### src/rtl/cpu8alu_pkg.sv
// ----------------------------------------------------------------------------
// cpu8alu_pkg
// Command codes, flag positions and field widths of the 8-bit ALU
// ----------------------------------------------------------------------------
package cpu8alu_pkg;

    localparam int unsigned CMD_W   = 5;
    localparam int unsigned WORD_W  = 16;
    localparam int unsigned BYTE_W  = 8;
    localparam int unsigned BIDX_W  = 3;
    localparam int unsigned FLAG_W  = 4;

    // stream payload widths, padded to whole bytes
    localparam int unsigned S_TDATA_W = 40;
    localparam int unsigned M_TDATA_W = 24;

    // flag bit positions
    localparam int unsigned FLAG_Z = 3;
    localparam int unsigned FLAG_N = 2;
    localparam int unsigned FLAG_H = 1;
    localparam int unsigned FLAG_C = 0;

    localparam logic [FLAG_W-1:0] FLAGS_RESET = 4'b1011;

    typedef enum logic [CMD_W-1:0] {
        CMD_ADD        = 5'd0,
        CMD_ADC        = 5'd1,
        CMD_SUB        = 5'd2,
        CMD_SBC        = 5'd3,
        CMD_AND        = 5'd4,
        CMD_OR         = 5'd5,
        CMD_XOR        = 5'd6,
        CMD_RLC        = 5'd7,
        CMD_RL         = 5'd8,
        CMD_RRC        = 5'd9,
        CMD_RR         = 5'd10,
        CMD_BIT        = 5'd11,
        CMD_RES        = 5'd12,
        CMD_SET        = 5'd13,
        CMD_SWAP       = 5'd14,
        CMD_INC8       = 5'd15,
        CMD_DEC8       = 5'd16,
        CMD_INC16      = 5'd17,
        CMD_DEC16      = 5'd18,
        CMD_ADD16      = 5'd19,
        CMD_ADD_SP_E8  = 5'd20,
        CMD_LOAD_FLAGS = 5'd21
    } t_cmd;

endpackage

### src/rtl/cpu8_alu_with_flags.sv
// ----------------------------------------------------------------------------
// cpu8_alu_with_flags
// 8-bit CPU ALU with zero, subtract, half-carry and carry flags
// ----------------------------------------------------------------------------
// One request goes in per cycle while the output keeps taking results: it lands
// in an input register, the whole operation is done in one combinational pass
// against the stored flags, and the result with its new flags lands in the
// output register. The stored flags are updated as each request moves into
// the output register, so carry chains correctly between back-to-back
// requests. A stalled output holds the input register as a skid stage; the
// input side stops only when both are full.
// Flags come out of reset as zero, half-carry and carry set.
// ----------------------------------------------------------------------------
module cpu8_alu_with_flags
    import cpu8alu_pkg::*;
(
    input  logic                  i_clk,
    input  logic                  i_rst_n,
    input  logic                  i_s_tvalid,
    output logic                  o_s_tready,
    // [15:0] operand_a, [31:16] operand_b, [34:32] bit_index, [39:35] zero
    input  logic [S_TDATA_W-1:0]  i_s_tdata,
    // [4:0] cmd
    input  logic [CMD_W-1:0]      i_s_tuser,
    output logic                  o_m_tvalid,
    input  logic                  i_m_tready,
    // [15:0] result, [19:16] flags_out, [23:20] zero
    output logic [M_TDATA_W-1:0]  o_m_tdata
);

    // input stage
    logic                r_in_vld;
    logic [CMD_W-1:0]    r_cmd;
    logic [WORD_W-1:0]   r_opa;
    logic [WORD_W-1:0]   r_opb;
    logic [BIDX_W-1:0]   r_bidx;

    // output stage and flag state
    logic                r_out_vld;
    logic [WORD_W-1:0]   r_result;
    logic [FLAG_W-1:0]   r_flags_out;
    logic [FLAG_W-1:0]   r_flags;

    logic                w_s_acc;
    logic                w_out_free;
    logic                w_adv;

    logic [WORD_W-1:0]   n_result;
    logic [FLAG_W-1:0]   n_flags;

    // datapath helpers
    logic [BYTE_W-1:0]   w_a;
    logic [BYTE_W-1:0]   w_b;
    logic                w_cin;
    logic                w_cin_sel;
    logic [BYTE_W:0]     w_add9;
    logic [4:0]          w_add_h;
    logic [BYTE_W:0]     w_sub9;
    logic [BYTE_W:0]     w_bc9;
    logic [4:0]          w_bc_h;
    logic [WORD_W:0]     w_add17;
    logic [12:0]         w_add13;
    logic [BYTE_W-1:0]   w_mask;
    logic [BYTE_W-1:0]   w_hi;
    logic [BYTE_W-1:0]   w_r8;
    logic                w_out_bit;

    assign w_out_free = !r_out_vld || i_m_tready;
    assign w_adv      = r_in_vld && w_out_free;
    assign o_s_tready = !r_in_vld || w_out_free;
    assign w_s_acc    = i_s_tvalid && o_s_tready;

    assign o_m_tvalid = r_out_vld;
    assign o_m_tdata  = {4'b0000, r_flags_out, r_result};

    assign w_a   = r_opa[BYTE_W-1:0];
    assign w_b   = r_opb[BYTE_W-1:0];
    assign w_cin = r_flags[FLAG_C];

    // adder and subtractor carry in only for adc and sbc
    assign w_cin_sel = ((r_cmd == CMD_ADC) || (r_cmd == CMD_SBC)) ? w_cin : 1'b0;

    assign w_add9  = {1'b0, w_a} + {1'b0, w_b} + {{BYTE_W{1'b0}}, w_cin_sel};
    assign w_add_h = {1'b0, w_a[3:0]} + {1'b0, w_b[3:0]} + {4'b0000, w_cin_sel};
    assign w_sub9  = {1'b0, w_a} - {1'b0, w_b} - {{BYTE_W{1'b0}}, w_cin_sel};
    assign w_bc9   = {1'b0, w_b} + {{BYTE_W{1'b0}}, w_cin_sel};
    assign w_bc_h  = {1'b0, w_b[3:0]} + {4'b0000, w_cin_sel};
    assign w_add17 = {1'b0, r_opa} + {1'b0, r_opb};
    assign w_add13 = {1'b0, r_opa[11:0]} + {1'b0, r_opb[11:0]};
    assign w_mask  = BYTE_W'(1) << r_bidx;

    always_comb begin
        n_result  = '0;
        n_flags   = r_flags;
        w_r8      = '0;
        w_out_bit = 1'b0;
        w_hi      = r_opa[WORD_W-1:BYTE_W];
        case (r_cmd)
            CMD_ADD, CMD_ADC: begin
                n_result         = {8'h00, w_add9[BYTE_W-1:0]};
                n_flags[FLAG_Z]  = (w_add9[BYTE_W-1:0] == '0);
                n_flags[FLAG_N]  = 1'b0;
                n_flags[FLAG_H]  = w_add_h[4];
                n_flags[FLAG_C]  = w_add9[BYTE_W];
            end
            CMD_SUB, CMD_SBC: begin
                n_result         = {8'h00, w_sub9[BYTE_W-1:0]};
                n_flags[FLAG_Z]  = (w_sub9[BYTE_W-1:0] == '0);
                n_flags[FLAG_N]  = 1'b1;
                n_flags[FLAG_H]  = ({1'b0, w_a[3:0]} < w_bc_h);
                n_flags[FLAG_C]  = ({1'b0, w_a} < w_bc9);
            end
            CMD_AND: begin
                w_r8     = w_a & w_b;
                n_result = {8'h00, w_r8};
                n_flags  = {(w_r8 == '0), 1'b0, 1'b1, 1'b0};
            end
            CMD_OR: begin
                w_r8     = w_a | w_b;
                n_result = {8'h00, w_r8};
                n_flags  = {(w_r8 == '0), 3'b000};
            end
            CMD_XOR: begin
                w_r8     = w_a ^ w_b;
                n_result = {8'h00, w_r8};
                n_flags  = {(w_r8 == '0), 3'b000};
            end
            CMD_RLC, CMD_RL: begin
                w_out_bit = w_a[7];
                w_r8      = {w_a[6:0], (r_cmd == CMD_RLC) ? w_out_bit : w_cin};
                n_result  = {8'h00, w_r8};
                n_flags   = {(w_r8 == '0), 2'b00, w_out_bit};
            end
            CMD_RRC, CMD_RR: begin
                w_out_bit = w_a[0];
                w_r8      = {(r_cmd == CMD_RRC) ? w_out_bit : w_cin, w_a[7:1]};
                n_result  = {8'h00, w_r8};
                n_flags   = {(w_r8 == '0), 2'b00, w_out_bit};
            end
            CMD_BIT: begin
                n_result        = {8'h00, w_a};
                n_flags[FLAG_Z] = !w_a[r_bidx];
                n_flags[FLAG_N] = 1'b0;
                n_flags[FLAG_H] = 1'b1;
            end
            CMD_RES: begin
                n_result = {8'h00, w_a & ~w_mask};
            end
            CMD_SET: begin
                n_result = {8'h00, w_a | w_mask};
            end
            CMD_SWAP: begin
                w_r8     = {w_a[3:0], w_a[7:4]};
                n_result = {8'h00, w_r8};
                n_flags  = {(w_r8 == '0), 3'b000};
            end
            CMD_INC8: begin
                w_r8            = w_a + 8'd1;
                n_result        = {8'h00, w_r8};
                n_flags[FLAG_Z] = (w_r8 == '0);
                n_flags[FLAG_N] = 1'b0;
                n_flags[FLAG_H] = (w_r8[3:0] == 4'h0);
            end
            CMD_DEC8: begin
                w_r8            = w_a - 8'd1;
                n_result        = {8'h00, w_r8};
                n_flags[FLAG_Z] = (w_r8 == '0);
                n_flags[FLAG_N] = 1'b1;
                n_flags[FLAG_H] = (w_r8[3:0] == 4'hF);
            end
            CMD_INC16: begin
                n_result = r_opa + 16'd1;
            end
            CMD_DEC16: begin
                n_result = r_opa - 16'd1;
            end
            CMD_ADD16: begin
                n_result        = w_add17[WORD_W-1:0];
                n_flags[FLAG_N] = 1'b0;
                n_flags[FLAG_H] = w_add13[12];
                n_flags[FLAG_C] = w_add17[WORD_W];
            end
            CMD_ADD_SP_E8: begin
                // high byte follows the sign of e8 against the low-byte carry
                if (w_add9[BYTE_W] && !w_b[7]) begin
                    w_hi = r_opa[WORD_W-1:BYTE_W] + 8'd1;
                end else if (!w_add9[BYTE_W] && w_b[7]) begin
                    w_hi = r_opa[WORD_W-1:BYTE_W] - 8'd1;
                end
                n_result = {w_hi, w_add9[BYTE_W-1:0]};
                n_flags  = {1'b0, 1'b0, w_add_h[4], w_add9[BYTE_W]};
            end
            CMD_LOAD_FLAGS: begin
                n_flags  = w_a[7:4];
                n_result = {8'h00, w_a[7:4], 4'h0};
            end
            default: begin
                n_result = '0;
            end
        endcase
    end

    always_ff @(posedge i_clk) begin
        if (!i_rst_n) begin
            r_in_vld  <= 1'b0;
            r_out_vld <= 1'b0;
            r_flags   <= FLAGS_RESET;
        end else begin
            if (w_s_acc) begin
                r_in_vld <= 1'b1;
            end else if (w_adv) begin
                r_in_vld <= 1'b0;
            end
            if (w_adv) begin
                r_out_vld <= 1'b1;
                r_flags   <= n_flags;
            end else if (i_m_tready) begin
                r_out_vld <= 1'b0;
            end
        end
    end

    always_ff @(posedge i_clk) begin
        if (w_s_acc) begin
            r_cmd  <= i_s_tuser;
            r_opa  <= i_s_tdata[15:0];
            r_opb  <= i_s_tdata[31:16];
            r_bidx <= i_s_tdata[34:32];
        end
        if (w_adv) begin
            r_result    <= n_result;
            r_flags_out <= n_flags;
        end
    end

endmodule

### config.mk
export PLATFORM = sky130hd
export DESIGN_NAME = cpu8_alu_with_flags
export DESIGN_NICKNAME = d
export VERILOG_FILES = /design/src/rtl/cpu8alu_pkg.sv /design/src/rtl/cpu8_alu_with_flags.sv
export SDC_FILE = /design/constraint.sdc
export NUM_CORES = 1
export LEC_CHECK = 0
export BUFFER_PORTS_ARGS = -buffer_cell sky130_fd_sc_hd__buf_2
export CORE_MARGIN = 2
export CORE_UTILIZATION = 61
export CTS_BUF_LIST = sky130_fd_sc_hd__clkbuf_8 sky130_fd_sc_hd__clkbuf_16
export DETAILED_ROUTE_END_ITERATION = 16
export PLACE_DENSITY = 0.89
export SYNTH_ARGS = -nofsm -noshare
export SYNTH_HDL_FRONTEND = slang
export SYNTH_SLANG_ARGS = --single-unit
### constraint.sdc
create_clock -name i_clk -period 4.93 [get_ports i_clk]
set_input_delay 0.986 -clock i_clk [delete_from_list [all_inputs] [get_ports i_clk]]
set_output_delay 0.986 -clock i_clk [all_outputs]
set_load 0.02 [all_outputs]
==> report_table.html, run 1 <==
<table>
<tr><th>Metric</th><th>Value</th></tr>
<tr><th colspan="2">Setup path</th></tr>
<tr><td>Type of destination of the critical path</td><td>flop</td></tr>
<tr><td>Startpoint type of the worst setup path</td><td>flop</td></tr>
<tr><td>Start-to-end type of the worst setup path</td><td>flop to flop</td></tr>
<tr><td>Crit path required time</td><td>~5.2 ns</td></tr>
<tr><td>CP dominant cell by count</td><td>ha_1</td></tr>
<tr><td>Kind of cell adding the most delay to the critical path</td><td>simple AND/OR/NAND/NOR gates</td></tr>
<tr><td>Worst R2R Start</td><td>r_cmd[4]$_DFFE_PP_</td></tr>
<tr><td>Number of buffer and inverter stages on the critical path</td><td>1</td></tr>
<tr><td>WP data arrival</td><td>4.58 ns</td></tr>
<tr><td>Crit path max-delay cell type</td><td>a2111oi_2</td></tr>
<tr><td>Worst-path fanout max</td><td>10</td></tr>
<tr><td>Max incr delay on CP</td><td>a little under 0.7 ns</td></tr>
<tr><td>Critical path origin</td><td>r_cmd[4]$_DFFE_PP_</td></tr>
<tr><td>Critical path cell sequence</td><td>nor2_1, nand4b_1, inv_1, ha_1, ha_1, nand3_1, nor2_1, xnor2_1, ha_1, nor4_1, a221oi_1, nand4_1, a2111oi_2, a31oi_1, nand2b_1</td></tr>
<tr><th colspan="2">Floorplanning</th></tr>
<tr><td>Die Ht</td><td>around 110 um</td></tr>
<tr><td>Number of top-level pins</td><td>75</td></tr>
<tr><td>Effective utilization at floorplan</td><td>0.618</td></tr>
<tr><td>Standard-cell rows</td><td>39</td></tr>
<tr><td>Core Box Area</td><td>between 0.01 and 0.015 mm^2</td></tr>
<tr><td>Die Footprint</td><td>between 0.01 and 0.015 mm^2</td></tr>
<tr><td>Die X</td><td>approximately 110 um</td></tr>
<tr><th colspan="2">Pwr</th></tr>
<tr><td>Leak pwr</td><td>~3.1 nW</td></tr>
<tr><td>Comb pwr share</td><td>0.296</td></tr>
<tr><td>Sequential Power Share</td><td>0.369</td></tr>
<tr><td>Net switching share of the total power</td><td>0.335</td></tr>
<tr><td>Switching power total</td><td>about 630 uW</td></tr>
<tr><td>Largest vdd supply drop</td><td>roughly 0.00027 V</td></tr>
<tr><td>Power density over the cells</td><td>roughly 250 mW/mm^2</td></tr>
<tr><td>Internal</td><td>1.25 mW</td></tr>
<tr><td>Clock network power share</td><td>0.335</td></tr>
<tr><th colspan="2">Placed design</th></tr>
<tr><td>Placer's final routability congestion estimate</td><td>around 0.98</td></tr>
<tr><td>Count of input and output buffers</td><td>65</td></tr>
<tr><td>Final HPWL from detailed placement</td><td>between 15000 and 20000 um</td></tr>
<tr><th colspan="2">Synthesis</th></tr>
<tr><td>Cells after Synth</td><td>between 800 and 900</td></tr>
<tr><td>Asr flop ratio synth</td><td>0</td></tr>
<tr><td>List of most frequent post-synthesis cells</td><td>68 x ha_1, 63 x nor2_1, 60 x a21oi_1, 60 x edfxtp_1, 58 x nand2_1</td></tr>
<tr><td>Multiplexer area fraction after synthesis</td><td>0.0111</td></tr>
<tr><td>XOR/XNOR Fraction of Synth Area</td><td>0.0666</td></tr>
<tr><td>Cell types with the largest area share after synthesis</td><td>edfxtp_1 26%, ha_1 12%, xnor2_1 4.9%</td></tr>
<tr><td>Number of flops mapped to enable cells by yosys</td><td>60</td></tr>
<tr><td>Combinational family with the most area after synthesis</td><td>compound AO/OA/AOI/OAI gates</td></tr>
<tr><td>Top FF cell, synth</td><td>edfxtp_1</td></tr>
<tr><td>Ys Warns</td><td>0</td></tr>
<tr><td>Number of distinct library cells after synthesis</td><td>94</td></tr>
<tr><td>Number of synthesized register bits</td><td>66</td></tr>
<tr><td>Arithmetic-cell share of the synthesized area counting full adders, half adders and majority gates</td><td>0.141</td></tr>
<tr><td>Post-synthesis compound-gate area fraction</td><td>0.254</td></tr>
<tr><td>Simple logic cell fraction of the synthesized area</td><td>0.199</td></tr>
<tr><td>Area fraction of the dominant cell type after synthesis</td><td>0.258</td></tr>
<tr><td>Part of the Yosys area used for sequential elements</td><td>0.276</td></tr>
<tr><td>Area of the mapped netlist</td><td>approximately 0.0070 mm^2</td></tr>
<tr><td>Most frequently used cell type in the post-synthesis netlist</td><td>ha_1</td></tr>
<tr><td>Avg Cell Area, Syn</td><td>slightly below 9 um^2</td></tr>
<tr><td>Top cell type by total area after synthesis</td><td>edfxtp_1</td></tr>
<tr><th colspan="2">Timing</th></tr>
<tr><td>Min Hold Slack</td><td>approximately 0.52 ns</td></tr>
<tr><td>Slew Limit Headroom</td><td>0.204</td></tr>
<tr><td>Final max-slew violation count</td><td>0</td></tr>
<tr><td>Max Clock Freq</td><td>231 MHz</td></tr>
<tr><td>Final-report setup violation count</td><td>0</td></tr>
<tr><td>Hold Vio Cnt, Final</td><td>0</td></tr>
<tr><td>Setup repair after global routing missed its margin</td><td>false</td></tr>
<tr><td>Final Skew</td><td>around 0.0050 ns</td></tr>
<tr><td>Transition time at the pin with the least slew margin</td><td>about 1.2 ns</td></tr>
<tr><td>Final Cycle Share</td><td>0.880</td></tr>
<tr><td>Final critical delay including setup and external delays</td><td>roughly 4.3 ns</td></tr>
<tr><td>Sum Neg Setup Slack</td><td>0 ns</td></tr>
<tr><th colspan="2">GRT</th></tr>
<tr><td>Global router's overall resource usage</td><td>0.351</td></tr>
<tr><td>Grt ovf</td><td>0</td></tr>
<tr><td>Global-route wire length before repair</td><td>34100 um</td></tr>
<tr><td>Number of antenna violations at the first check in global routing</td><td>0</td></tr>
<tr><td>Pin count of the biggest net entering global routing</td><td>41</td></tr>
<tr><td>Vias in the first global route</td><td>around 6.4k</td></tr>
<tr><th colspan="2">Clock tree</th></tr>
<tr><td>Clock Pin Slew Worst Setup and Hold Paths</td><td>0.05 ns</td></tr>
<tr><td>Latest clock arrival within the worst-skew pair</td><td>approximately 0.35 ns</td></tr>
<tr><td>CTS root buf</td><td>clkbuf_16</td></tr>
<tr><td>H-Tree Depth</td><td>3</td></tr>
<tr><td>Clk sinks</td><td>66</td></tr>
<tr><td>Post-CTS Setup Inserts</td><td>0</td></tr>
<tr><td>CTS buffer count</td><td>9</td></tr>
<tr><td>CTS tree</td><td>yes</td></tr>
<tr><td>Buffer levels on the longest clock path</td><td>2</td></tr>
<tr><td>Hold buffers post-CTS</td><td>0</td></tr>
<tr><td>PostCTS Resize Cnt</td><td>0</td></tr>
<tr><th colspan="2">Routing</th></tr>
<tr><td>Number of detailed-route iterations in the first pass</td><td>8</td></tr>
<tr><td>Wirelength per Cell</td><td>21.5 um</td></tr>
<tr><td>Post-DR vias/cell</td><td>around 6.9</td></tr>
<tr><td>Number of design-rule violations left by the first detailed-router iteration</td><td>between 1k and 1.5k</td></tr>
<tr><td>DRC viols</td><td>0</td></tr>
<tr><td>Post-detailed-route count of antenna-violating nets</td><td>0</td></tr>
<tr><td>Total via count in the routed design</td><td>6918</td></tr>
<tr><td>Final routed wirelength across all metal layers</td><td>21500 um</td></tr>
<tr><th colspan="2">Flow run</th></tr>
<tr><td>Max capacitance violation total</td><td>0</td></tr>
<tr><th colspan="2">Worst hold path</th></tr>
<tr><td>Worst min-delay path category</td><td>flop to flop</td></tr>
<tr><td>Worst Min Path Start</td><td>r_flags[2]$_SDFFE_PN0P_</td></tr>
<tr><th colspan="2">Cells and area</th></tr>
<tr><td>Diodes inserted</td><td>0</td></tr>
<tr><td>Area growth from synthesis to layout</td><td>9.85%</td></tr>
<tr><td>Fill count</td><td>roughly 900</td></tr>
<tr><td>Share of final-layout standard cells stronger than drive strength 1</td><td>0.151</td></tr>
<tr><td>Net count of the finished layout</td><td>975</td></tr>
<tr><th colspan="2">Run status</th></tr>
<tr><td>Run status</td><td>finished, final reports clean</td></tr>
</table>
power by group through the flow:
stage | Clock (mW) | Sequential, mW | Combinational, mW
3_3_place_gp | 0 | 0.701 | 0.523
2_1_floorplan | 0 | 0.703 | 0.384
4_1_cts | 0.637 | 0.691 | 0.537
6_report | 0.629 | 0.693 | 0.556
3_5_place_dp | 0 | 0.702 | 0.531
5_1_grt | 0.659 | 0.696 | 0.601
final timing paths:
| path | end | slack, ns | cells after the start |
|---|---|---|---|
| min | r_flags[2]$_SDFFE_PN0P_ | 0.52 | 2 |
| max reg2reg | r_flags[0]$_SDFFE_PN1P_ | 0.59 | 15 |
| min reg2reg | r_flags[2]$_SDFFE_PN0P_ | 0.52 | 2 |
| max | r_flags[0]$_SDFFE_PN1P_ | 0.59 | 15 |
cell families after synthesis:
logic type | count (synthesis)
compound gates | 256
xor+xnor | 53
fa+ha+maj | 75
buf+inv | 82
flops | 66
mux | 5
other cells | 1
simple gates | 264
worst min-delay path: cells and delay by family, from the launching register on:
| family | cells | cell delay (ns) |
|---|---|---|
| simple gates | 2 | 0.16 |
| flops | 1 | 0.32 |
registers in the layout (all words and copies together) (netlist names):
signal	count
r_opb	16
r_cmd	5
r_flags_out	4
r_flags	4
r_in_vld	1
r_result	16
r_bidx	3
r_opa	16
o_m_tvalid	1
layer usage:
| layer | routed length (um) | share of wire | up-vias | GRT usage |
|---|---|---|---|---|
| li1 | - | - | 3155 | - |
| met1 | 8500 | 0.40 | 3172 | 0.483 |
| met2 | 9490 | 0.44 | 524 | 0.534 |
| met3 | 2800 | 0.13 | 67 | 0.0995 |
| met4 | 730 | 0.034 | 0 | 0.119 |
| met5 | 0 | 0 | - | 0 |
layout make-up:
cell class                      count  area, um^2  share of cell area
Clock buffer                        9         225              0.0294
Inverter                           40         150              0.0196
Timing Repair Buffer               78         423              0.0552
Tap cell                          143         179              0.0234
Sequential cell                    66        1920               0.251
Multi-Input combinational cell    657        4700               0.613
Clock inverter                      6        61.3             0.00801
per-stage QoR:
| step | power [mW] | instances | utilization | worst slack (ns) | cell area, um^2 |
|---|---|---|---|---|---|
| 2_1_floorplan | 1.09 | 805 | - | 1.44 | 6980 |
| 3_3_place_gp | 1.22 | 984 | 0.654 | 0.914 | 7370 |
| 3_5_place_dp | 1.23 | 984 | 0.654 | 0.824 | 7370 |
| 6_report | 1.88 | 999 | 0.679 | 0.594 | 7660 |
| 5_1_grt | 1.96 | 999 | 0.679 | 0.333 | 7660 |
| 4_1_cts | 1.87 | 999 | 0.679 | 0.787 | 7660 |
placed cells by master, fill, tap and decap left out, drive strengths merged, types with 25 or more instances in the layout:
cell,synthesis,routed
edfxtp,60,60
nor2,65,65
xnor2,39,39
a21oi,62,62
ha,68,68
inv,40,42
nand2,60,60
buf,27,78
nor3,25,25
nand3,25,25
o21ai,56,56
Power figures use the tool's default switching activity.
==> run 2: changes to the inputs <==
Settings changed: ABC_AREA set to 1.
==> report_table.html, run 2 <==
<table>
<tr><th>Metric</th><th>Value</th></tr>
<tr><th colspan="2">Run status</th></tr>
<tr><td>Run status</td><td>finished, final reports clean</td></tr>
<tr><th colspan="2">Timing</th></tr>
<tr><td>Setup repair after global routing missed its margin</td><td>false</td></tr>
<tr><td>Max Clock Freq</td><td>268 MHz (+16%)</td></tr>
<tr><td>Sum Neg Setup Slack</td><td>0 ns (unchanged)</td></tr>
<tr><td>Hold Vio Cnt, Final</td><td>0 (unchanged)</td></tr>
<tr><td>Transition time at the pin with the least slew margin</td><td>1.03 ns (-0.166 ns)</td></tr>
<tr><td>Final Cycle Share</td><td>0.756 (-0.123)</td></tr>
<tr><td>Final critical delay including setup and external delays</td><td>3.73 ns (-0.607 ns)</td></tr>
<tr><td>Final max-slew violation count</td><td>0 (unchanged)</td></tr>
<tr><td>Slew Limit Headroom</td><td>0.314 (+0.110)</td></tr>
<tr><td>Final Skew</td><td>0.0142 ns (+0.00923 ns)</td></tr>
<tr><td>Final-report setup violation count</td><td>0 (unchanged)</td></tr>
<tr><th colspan="2">Clock tree</th></tr>
<tr><td>CTS tree</td><td>yes</td></tr>
<tr><td>H-Tree Depth</td><td>3 (unchanged)</td></tr>
<tr><td>Hold buffers post-CTS</td><td>0 (unchanged)</td></tr>
<tr><td>Post-CTS Setup Inserts</td><td>0 (unchanged)</td></tr>
<tr><td>CTS buffer count</td><td>9 (unchanged)</td></tr>
<tr><td>Clk sinks</td><td>66 (unchanged)</td></tr>
<tr><td>CTS root buf</td><td>clkbuf_16</td></tr>
<tr><td>Buffer levels on the longest clock path</td><td>2 (unchanged)</td></tr>
<tr><td>Clock Pin Slew Worst Setup and Hold Paths</td><td>0.06 ns (about the same)</td></tr>
<tr><td>PostCTS Resize Cnt</td><td>0 (unchanged)</td></tr>
<tr><td>Latest clock arrival within the worst-skew pair</td><td>0.36 ns (about the same)</td></tr>
<tr><th colspan="2">Synthesis</th></tr>
<tr><td>Cells after Synth</td><td>1043 (+30%)</td></tr>
<tr><td>Area fraction of the dominant cell type after synthesis</td><td>0.252 (-0.00655)</td></tr>
<tr><td>Cell types with the largest area share after synthesis</td><td>edfxtp_1 25%, nand2_1 13%, ha_1 12%</td></tr>
<tr><td>Most frequently used cell type in the post-synthesis netlist</td><td>nand2_1</td></tr>
<tr><td>Asr flop ratio synth</td><td>0 (unchanged)</td></tr>
<tr><td>Top FF cell, synth</td><td>edfxtp_1</td></tr>
<tr><td>Number of synthesized register bits</td><td>66 (unchanged)</td></tr>
<tr><td>Top cell type by total area after synthesis</td><td>edfxtp_1</td></tr>
<tr><td>Avg Cell Area, Syn</td><td>6.86 um^2 (-21%)</td></tr>
<tr><td>List of most frequent post-synthesis cells</td><td>249 x nand2_1, 118 x nor2_1, 112 x nand3_1, 102 x inv_1</td></tr>
<tr><td>Number of flops mapped to enable cells by yosys</td><td>60 (unchanged)</td></tr>
<tr><td>Part of the Yosys area used for sequential elements</td><td>0.269 (-0.00699)</td></tr>
<tr><td>Ys Warns</td><td>0 (unchanged)</td></tr>
<tr><td>Number of distinct library cells after synthesis</td><td>47 (-50%)</td></tr>
<tr><td>Area of the mapped netlist</td><td>0.00715 mm^2 (+2.6%)</td></tr>
<tr><th colspan="2">Routing</th></tr>
<tr><td>Total via count in the routed design</td><td>7911 (+14%)</td></tr>
<tr><td>Number of design-rule violations left by the first detailed-router iteration</td><td>1043 (+3.9%)</td></tr>
<tr><td>Total length of routed met2 wires</td><td>11200 um (+18%)</td></tr>
<tr><td>Final routed wirelength across all metal layers</td><td>25500 um (+18%)</td></tr>
<tr><td>Highest metal layer used by the detailed router</td><td>met4</td></tr>
<tr><td>Post-DR vias/cell</td><td>6.31 (-8.8%)</td></tr>
<tr><td>Routed length on met3</td><td>2950 um (+5.5%)</td></tr>
<tr><td>DRC viols</td><td>0 (unchanged)</td></tr>
<tr><td>Wire length on met1</td><td>9880 um (+16%)</td></tr>
<tr><td>Wirelength per Cell</td><td>20.3 um (-5.7%)</td></tr>
<tr><td>Number of detailed-route iterations in the first pass</td><td>5 (-3)</td></tr>
<tr><td>Post-detailed-route count of antenna-violating nets</td><td>0 (unchanged)</td></tr>
<tr><th colspan="2">Placed design</th></tr>
<tr><td>Count of input and output buffers</td><td>65 (unchanged)</td></tr>
<tr><td>Placer's final routability congestion estimate</td><td>1.05 (+6.5%)</td></tr>
<tr><td>Final HPWL from detailed placement</td><td>19300 um (+22%)</td></tr>
<tr><td>Post-place instance area</td><td>0.00760 mm^2 (+3.1%)</td></tr>
<tr><th colspan="2">GRT</th></tr>
<tr><td>Number of antenna violations at the first check in global routing</td><td>0 (unchanged)</td></tr>
<tr><td>Vias in the first global route</td><td>7459 (+16%)</td></tr>
<tr><td>Grt ovf</td><td>0 (unchanged)</td></tr>
<tr><td>Global router's overall resource usage</td><td>0.405 (+0.0537)</td></tr>
<tr><td>Pin count of the biggest net entering global routing</td><td>41 (unchanged)</td></tr>
<tr><td>Global-route wire length before repair</td><td>39300 um (+15%)</td></tr>
<tr><th colspan="2">Cells and area</th></tr>
<tr><td>Share of final-layout standard cells stronger than drive strength 1</td><td>0.105 (-0.0462)</td></tr>
<tr><td>Leading registers by flop count</td><td>r_opa: 16 flops, r_opb: 16 flops, r_result: 16 flops</td></tr>
<tr><td>Most common cell after layout, fill and taps aside</td><td>nand2_1</td></tr>
<tr><td>Diodes inserted</td><td>0 (unchanged)</td></tr>
<tr><td>Most used cells in the layout excluding fill and tap cells</td><td>249 x nand2_1, 118 x nor2_1, 112 x nand3_1</td></tr>
<tr><td>Net count of the finished layout</td><td>1228 (+26%)</td></tr>
<tr><td>Area growth from synthesis to layout</td><td>10.2%</td></tr>
<tr><td>Post-layout instance area</td><td>0.00788 mm^2 (+2.9%)</td></tr>
<tr><th colspan="2">Setup path</th></tr>
<tr><td>Type of destination of the critical path</td><td>flop</td></tr>
<tr><td>Startpoint type of the worst setup path</td><td>flop</td></tr>
<tr><td>Start-to-end type of the worst setup path</td><td>flop to flop</td></tr>
<tr><td>Worst-path fanout max</td><td>6 (-4)</td></tr>
<tr><td>Crit path required time</td><td>4.98 ns (-0.19 ns)</td></tr>
<tr><td>Critical path origin</td><td>r_cmd[3]$_DFFE_PP_</td></tr>
<tr><td>Endpoint of the worst register-to-register path</td><td>r_flags_out[0]$_DFFE_PP_</td></tr>
<tr><td>Worst reg2reg path depth</td><td>17 (+2)</td></tr>
<tr><td>WP data arrival</td><td>3.78 ns (-0.80 ns)</td></tr>
<tr><td>Worst R2R Start</td><td>r_cmd[3]$_DFFE_PP_</td></tr>
<tr><td>Reg-to-reg setup timing slack</td><td>1.20 ns (+0.61 ns)</td></tr>
<tr><th colspan="2">Floorplanning</th></tr>
<tr><td>Die X</td><td>112 um (+1.2%)</td></tr>
<tr><td>Standard-cell rows</td><td>39 (unchanged)</td></tr>
<tr><td>Effective utilization at floorplan</td><td>0.626 (+0.00796)</td></tr>
<tr><td>Number of top-level pins</td><td>75 (unchanged)</td></tr>
<tr><td>Die Footprint</td><td>0.0126 mm^2 (+2.5%)</td></tr>
<tr><td>Die Ht</td><td>112 um (+1.2%)</td></tr>
<tr><td>Core Box Area</td><td>0.0114 mm^2 (+1.3%)</td></tr>
<tr><th colspan="2">Worst hold path</th></tr>
<tr><td>Worst Min Path Start</td><td>r_flags[1]$_SDFFE_PN1P_</td></tr>
<tr><td>Number of cells on the worst hold path</td><td>2 (unchanged)</td></tr>
<tr><td>Endpoint of the worst hold-timing path</td><td>r_flags[1]$_SDFFE_PN1P_</td></tr>
<tr><td>Worst min-delay path category</td><td>flop to flop</td></tr>
<tr><th colspan="2">Pwr</th></tr>
<tr><td>Power density over the cells</td><td>241 mW/mm^2 (-1.6%)</td></tr>
<tr><td>Largest vdd supply drop</td><td>0.000247 V (-9.3%)</td></tr>
<tr><td>Leak pwr</td><td>3.79 nW (+24%)</td></tr>
<tr><th colspan="2">Flow run</th></tr>
<tr><td>Max capacitance violation total</td><td>0 (unchanged)</td></tr>
</table>
[run 2: cell types whose count changed after synthesis, sizes merged, moves of 8 or more]
cell / delta
nand2: +194
xnor2: -33
a22oi: -9
nor2: +60
nor4: -8
inv: +69
nand3: +88
nor2b: -10
nand2b: -9
clkbuf: -8
[run 2: area by class of cell]
cell class	count	area (um^2)
flip-flops and latches	66	1920
repair buffers	75	400
inverters	111	417
well taps	143	179
clock inverters	7	61.3
fillers	976	3530
clock buffers	9	225
multi-input cells	842	4680
[run 2: metrics by stage]
| stage | utilization | worst slack, ns | instances | power [mW] | hold slack [ns] |
|---|---|---|---|---|---|
| final | 0.690 | 1.20 | 1253 | 1.90 | 0.465 |
| after global routing | 0.690 | 0.905 | 1253 | 1.97 | 0.493 |
| after CTS | 0.690 | 1.31 | 1253 | 1.88 | 0.470 |
| after detailed placement | 0.665 | 1.33 | 1237 | 1.24 | 0.456 |
| after global placement | 0.665 | 1.39 | 1237 | 1.22 | 0.445 |
| after floorplan | - | 1.91 | 1046 | 1.08 | 0.433 |
[run 2: critical path: stages (launching register included)]
cell	delay, ns
edfxtp_1	0.49
nor2_2	0.26
nand2_1	0.18
nor3_1	0.17
buf_4	0.19
ha_1	0.20
ha_1	0.20
nand3_1	0.21
inv_1	0.16
nand3_1	0.09
xor2_1	0.16
ha_1	0.30
nand2_1	0.06
nand3b_1	0.17
nor2_1	0.13
nor2_1	0.05
nand3_1	0.19
nand4_1	0.21
[run 2: cells by family after synthesis]
| kind of cell | after synthesis | synth area share |
|---|---|---|
| AO/OA/AOI/OAI | 185 | 0.149 |
| XOR/XNOR | 27 | 0.0331 |
| adder cells (fa/ha/maj) | 74 | 0.136 |
| buffers and inverters | 138 | 0.0787 |
| flip-flops | 66 | 0.269 |
| other | 1 | 0.000524 |
| AND/OR/NAND/NOR | 552 | 0.334 |
[run 2: metal layers]
metal / GRT usage / vias to the layer above
met5: 0 / -
met4: 0.218 / 0
met3: 0.0972 / 118
met2: 0.628 / 501
met1: 0.525 / 3612
li1: - / 3680
[run 2: worst max-delay path by stage]
stage	endpoint	slack [ns]
CTS	r_result[10]$_DFFE_PP_	1.31
floorplan	r_result[10]$_DFFE_PP_	1.91
global route	r_result[10]$_DFFE_PP_	0.91
finish	r_flags_out[0]$_DFFE_PP_	1.20
global placement	r_result[10]$_DFFE_PP_	1.39
detailed placement	r_result[10]$_DFFE_PP_	1.33
[run 2: where the power goes]
group          switching [mW]  internal (mW)  total (mW)  leakage, nW
Sequential             0.0389          0.655       0.694        0.627
Combinational           0.385          0.178       0.563         3.02
Clock                   0.260          0.385       0.645        0.138
Total                   0.684           1.22        1.90         3.79
==> run 3: changes to the inputs <==
Clock period 4.93 ns to 3.6 ns, I/O delays scaled along.
==> report_table.html, run 3 (synthesized netlist as in run 2, its figures left out) <==
<table>
<tr><th>Metric</th><th>Value</th></tr>
<tr><th colspan="2">Floorplanning</th></tr>
<tr><td>Die Footprint</td><td>0.0126 mm^2 (unchanged)</td></tr>
<tr><td>Effective utilization at floorplan</td><td>0.626 (unchanged)</td></tr>
<tr><td>Core Box Area</td><td>0.0114 mm^2 (unchanged)</td></tr>
<tr><td>Number of top-level pins</td><td>75 (unchanged)</td></tr>
<tr><td>Standard-cell rows</td><td>39 (unchanged)</td></tr>
<tr><td>Die Ht</td><td>112 um (unchanged)</td></tr>
<tr><td>Die X</td><td>112 um (unchanged)</td></tr>
<tr><th colspan="2">GRT</th></tr>
<tr><td>Global router's overall resource usage</td><td>0.403 (-0.00209)</td></tr>
<tr><td>Pin count of the biggest net entering global routing</td><td>41 (unchanged)</td></tr>
<tr><td>Global-route wire length before repair</td><td>39400 um (+0.21%)</td></tr>
<tr><td>Grt ovf</td><td>0 (unchanged)</td></tr>
<tr><td>Vias in the first global route</td><td>7526 (+0.90%)</td></tr>
<tr><td>Number of antenna violations at the first check in global routing</td><td>0 (unchanged)</td></tr>
<tr><th colspan="2">Placed design</th></tr>
<tr><td>Placer's final routability congestion estimate</td><td>1.03 (-1.2%)</td></tr>
<tr><td>Count of input and output buffers</td><td>65 (unchanged)</td></tr>
<tr><td>Final HPWL from detailed placement</td><td>19300 um (about the same)</td></tr>
<tr><th colspan="2">Pwr</th></tr>
<tr><td>Net switching share of the total power</td><td>0.352 (-0.00752)</td></tr>
<tr><td>Switching power total</td><td>941 uW (+37%)</td></tr>
<tr><td>Comb pwr share</td><td>0.296 (about the same)</td></tr>
<tr><td>Sequential Power Share</td><td>0.352 (-0.013)</td></tr>
<tr><td>Power density over the cells</td><td>332 mW/mm^2 (+38%)</td></tr>
<tr><td>Leak pwr</td><td>3.88 nW (+2.5%)</td></tr>
<tr><td>Largest vdd supply drop</td><td>0.000370 V (+50%)</td></tr>
<tr><td>Clock network power share</td><td>0.351 (+0.012)</td></tr>
<tr><td>Internal</td><td>1.73 mW (+42%)</td></tr>
<tr><th colspan="2">Timing</th></tr>
<tr><td>Final Skew</td><td>0.0130 ns (-0.00125 ns)</td></tr>
<tr><td>Final max-slew violation count</td><td>0 (unchanged)</td></tr>
<tr><td>Setup repair after global routing missed its margin</td><td>false</td></tr>
<tr><td>Slew Limit Headroom</td><td>0.317 (+0.00298)</td></tr>
<tr><td>Final Cycle Share</td><td>0.961 (+0.204)</td></tr>
<tr><td>Transition time at the pin with the least slew margin</td><td>1.02 ns (-0.00446 ns)</td></tr>
<tr><td>Sum Neg Setup Slack</td><td>0 ns (unchanged)</td></tr>
<tr><td>Final critical delay including setup and external delays</td><td>3.46 ns (-0.270 ns)</td></tr>
<tr><td>Final-report setup violation count</td><td>0 (unchanged)</td></tr>
<tr><td>Hold Vio Cnt, Final</td><td>0 (unchanged)</td></tr>
<tr><td>Min Hold Slack</td><td>0.469 ns (+0.00436 ns)</td></tr>
<tr><td>Max Clock Freq</td><td>289 MHz (+7.8%)</td></tr>
<tr><th colspan="2">Clock tree</th></tr>
<tr><td>Latest clock arrival within the worst-skew pair</td><td>0.36 ns (about the same)</td></tr>
<tr><td>Buffer levels on the longest clock path</td><td>2 (unchanged)</td></tr>
<tr><td>H-Tree Depth</td><td>3 (unchanged)</td></tr>
<tr><td>CTS buffer count</td><td>9 (unchanged)</td></tr>
<tr><td>CTS tree</td><td>yes</td></tr>
<tr><td>CTS root buf</td><td>clkbuf_16</td></tr>
<tr><td>Clock Pin Slew Worst Setup and Hold Paths</td><td>0.06 ns (about the same)</td></tr>
<tr><td>Post-CTS Setup Inserts</td><td>0 (unchanged)</td></tr>
<tr><td>Clk sinks</td><td>66 (unchanged)</td></tr>
<tr><th colspan="2">Setup path</th></tr>
<tr><td>Max incr delay on CP</td><td>0.48 ns (about the same)</td></tr>
<tr><td>Reg-to-reg setup timing slack</td><td>0.14 ns (-1.06 ns)</td></tr>
<tr><td>Number of gates on the worst path with buffers counted</td><td>18 (+1)</td></tr>
<tr><td>Critical path cell sequence</td><td>nor2_2, nand2_1, nor3_1, buf_4, ha_1, ha_1, nand3_1, buf_4, xor2_1, ha_1, a21o_1, a31oi_1, nor2_1, nor2_1, nand3_1, nand4_1, nand2_1, nand2_1</td></tr>
<tr><td>Critical path origin</td><td>r_cmd[3]$_DFFE_PP_</td></tr>
<tr><td>Number of buffer and inverter stages on the critical path</td><td>2 (unchanged)</td></tr>
<tr><td>WP data arrival</td><td>3.75 ns (-0.03 ns)</td></tr>
<tr><td>Kind of cell adding the most delay to the critical path</td><td>simple AND/OR/NAND/NOR gates</td></tr>
<tr><td>Worst reg2reg path depth</td><td>18 (+1)</td></tr>
<tr><td>Crit path max-delay cell type</td><td>edfxtp_1</td></tr>
<tr><td>Start-to-end type of the worst setup path</td><td>flop to flop</td></tr>
<tr><td>Worst R2R Start</td><td>r_cmd[3]$_DFFE_PP_</td></tr>
<tr><td>Type of destination of the critical path</td><td>flop</td></tr>
<tr><td>Endpoint of the worst register-to-register path</td><td>r_flags[0]$_SDFFE_PN1P_</td></tr>
<tr><td>Crit path required time</td><td>3.89 ns (-1.09 ns)</td></tr>
<tr><td>Startpoint type of the worst setup path</td><td>flop</td></tr>
<tr><td>Critical path endpoint</td><td>r_flags[0]$_SDFFE_PN1P_</td></tr>
<tr><td>Worst-path fanout max</td><td>6 (unchanged)</td></tr>
<tr><th colspan="2">Cells and area</th></tr>
<tr><td>Most common cell after layout, fill and taps aside</td><td>nand2_1</td></tr>
<tr><td>Area growth from synthesis to layout</td><td>12.4%</td></tr>
<tr><td>Leading registers by flop count</td><td>r_opa: 16 flops, r_opb: 16 flops, r_result: 16 flops</td></tr>
<tr><td>Most used cells in the layout excluding fill and tap cells</td><td>249 x nand2_1, 118 x nor2_1, 112 x nand3_1</td></tr>
<tr><td>Share of final-layout standard cells stronger than drive strength 1</td><td>0.121 (+0.0162)</td></tr>
<tr><td>Share of the core filled with cells</td><td>0.704 (+0.0135)</td></tr>
<tr><td>Net count of the finished layout</td><td>1245 (+1.4%)</td></tr>
<tr><td>Diodes inserted</td><td>0 (unchanged)</td></tr>
<tr><th colspan="2">Run status</th></tr>
<tr><td>Run status</td><td>finished, final reports clean</td></tr>
<tr><th colspan="2">Worst hold path</th></tr>
<tr><td>Worst min-delay path category</td><td>flop to flop</td></tr>
<tr><td>Worst Min Path Start</td><td>r_flags[1]$_SDFFE_PN1P_</td></tr>
<tr><th colspan="2">Routing</th></tr>
<tr><td>DRC viols</td><td>0 (unchanged)</td></tr>
<tr><td>Number of detailed-route iterations in the first pass</td><td>7 (+2)</td></tr>
<tr><td>Post-detailed-route count of antenna-violating nets</td><td>0 (unchanged)</td></tr>
<tr><td>Total via count in the routed design</td><td>7919 (+0.10%)</td></tr>
<tr><td>Final routed wirelength across all metal layers</td><td>25100 um (-1.5%)</td></tr>
<tr><td>Wirelength per Cell</td><td>19.7 um (-2.8%)</td></tr>
<tr><td>Post-DR vias/cell</td><td>6.24 (-1.2%)</td></tr>
<tr><td>Number of design-rule violations left by the first detailed-router iteration</td><td>1074 (+3.0%)</td></tr>
<tr><th colspan="2">Flow run</th></tr>
<tr><td>Max capacitance violation total</td><td>0 (unchanged)</td></tr>
</table>
run 3: cell types whose count changed in the layout (fill, tap and decap cells not counted), sizes merged:
cell | previous run | this run
buf | 75 | 92
clkbuf | 9 | 11
clkinv | 5 | 4
clkinvlp | 2 | 1
run 3: cell type report:
class | count | area (um^2)
flip-flops and latches | 66 | 1920
multi-input cells | 842 | 4680
fillers | 987 | 3380
well taps | 143 | 179
repair buffers | 92 | 528
inverters | 111 | 417
clock inverters | 5 | 60.1
clock buffers | 11 | 253
run 3: routing by layer:
layer,share of wire,GRT usage,routed length (um),vias up
met3,0.13,0.0977,3220,93
met1,0.39,0.540,9790,3564
met4,0.048,0.185,1210,0
li1,-,-,-,3712
met5,0,0,0,-
met2,0.43,0.619,10900,550
run 3: worst min path at each step:
| stage | to | slack, ns | cells past startpoint |
|---|---|---|---|
| 2_1_floorplan | r_flags[3]$_SDFFE_PN1P_ | 0.43 | 2 |
| 6_report | r_flags[1]$_SDFFE_PN1P_ | 0.47 | 2 |
| 3_3_place_gp | r_flags[1]$_SDFFE_PN1P_ | 0.45 | 2 |
| 3_5_place_dp | r_flags[1]$_SDFFE_PN1P_ | 0.46 | 2 |
| 5_1_grt | r_flags[3]$_SDFFE_PN1P_ | 0.51 | 2 |
| 4_1_cts | r_flags[1]$_SDFFE_PN1P_ | 0.47 | 2 |
run 3: repair_timing:
item / 4_1_cts / 5_1_grt
hold buffers: 0 / 0
resized for setup: 0 / 1
endpoints found under the setup margin: 0 / 1
endpoints found under the hold margin: 0 / 0
run 3: worst register-to-register path, stage by stage (launching register included):
cell,delay (ns)
edfxtp_1,0.48
nor2_2,0.19
nand2_1,0.09
nor3_1,0.14
buf_4,0.18
ha_1,0.23
ha_1,0.24
nand3_1,0.10
buf_4,0.18
xor2_1,0.14
ha_1,0.32
a21o_1,0.17
a31oi_1,0.19
nor2_1,0.06
nor2_1,0.11
nand3_1,0.20
nand4_1,0.23
nand2_1,0.07
nand2_1,0.08
run 3: power groups by stage:
stage          sequential, mW  combinational [mW]  clock [mW]
2_1_floorplan           0.964               0.510           0
3_3_place_gp            0.953               0.743           0
3_5_place_dp            0.955               0.755           0
4_1_cts                 0.939               0.763       0.938
5_1_grt                 0.946               0.866       0.967
6_report                0.941               0.792       0.938
run 3: per-stage QoR:
stage / setup slack, ns / instance area (um^2) / power, mW / cells
after floorplan: 0.577 / 7160 / 1.47 / 1046
after global placement: 0.358 / 7720 / 1.70 / 1254
after detailed placement: 0.309 / 7720 / 1.71 / 1254
after CTS: 0.269 / 8040 / 2.64 / 1270
after global routing: 0.00469 / 8040 / 2.78 / 1270
final: 0.141 / 8040 / 2.67 / 1270
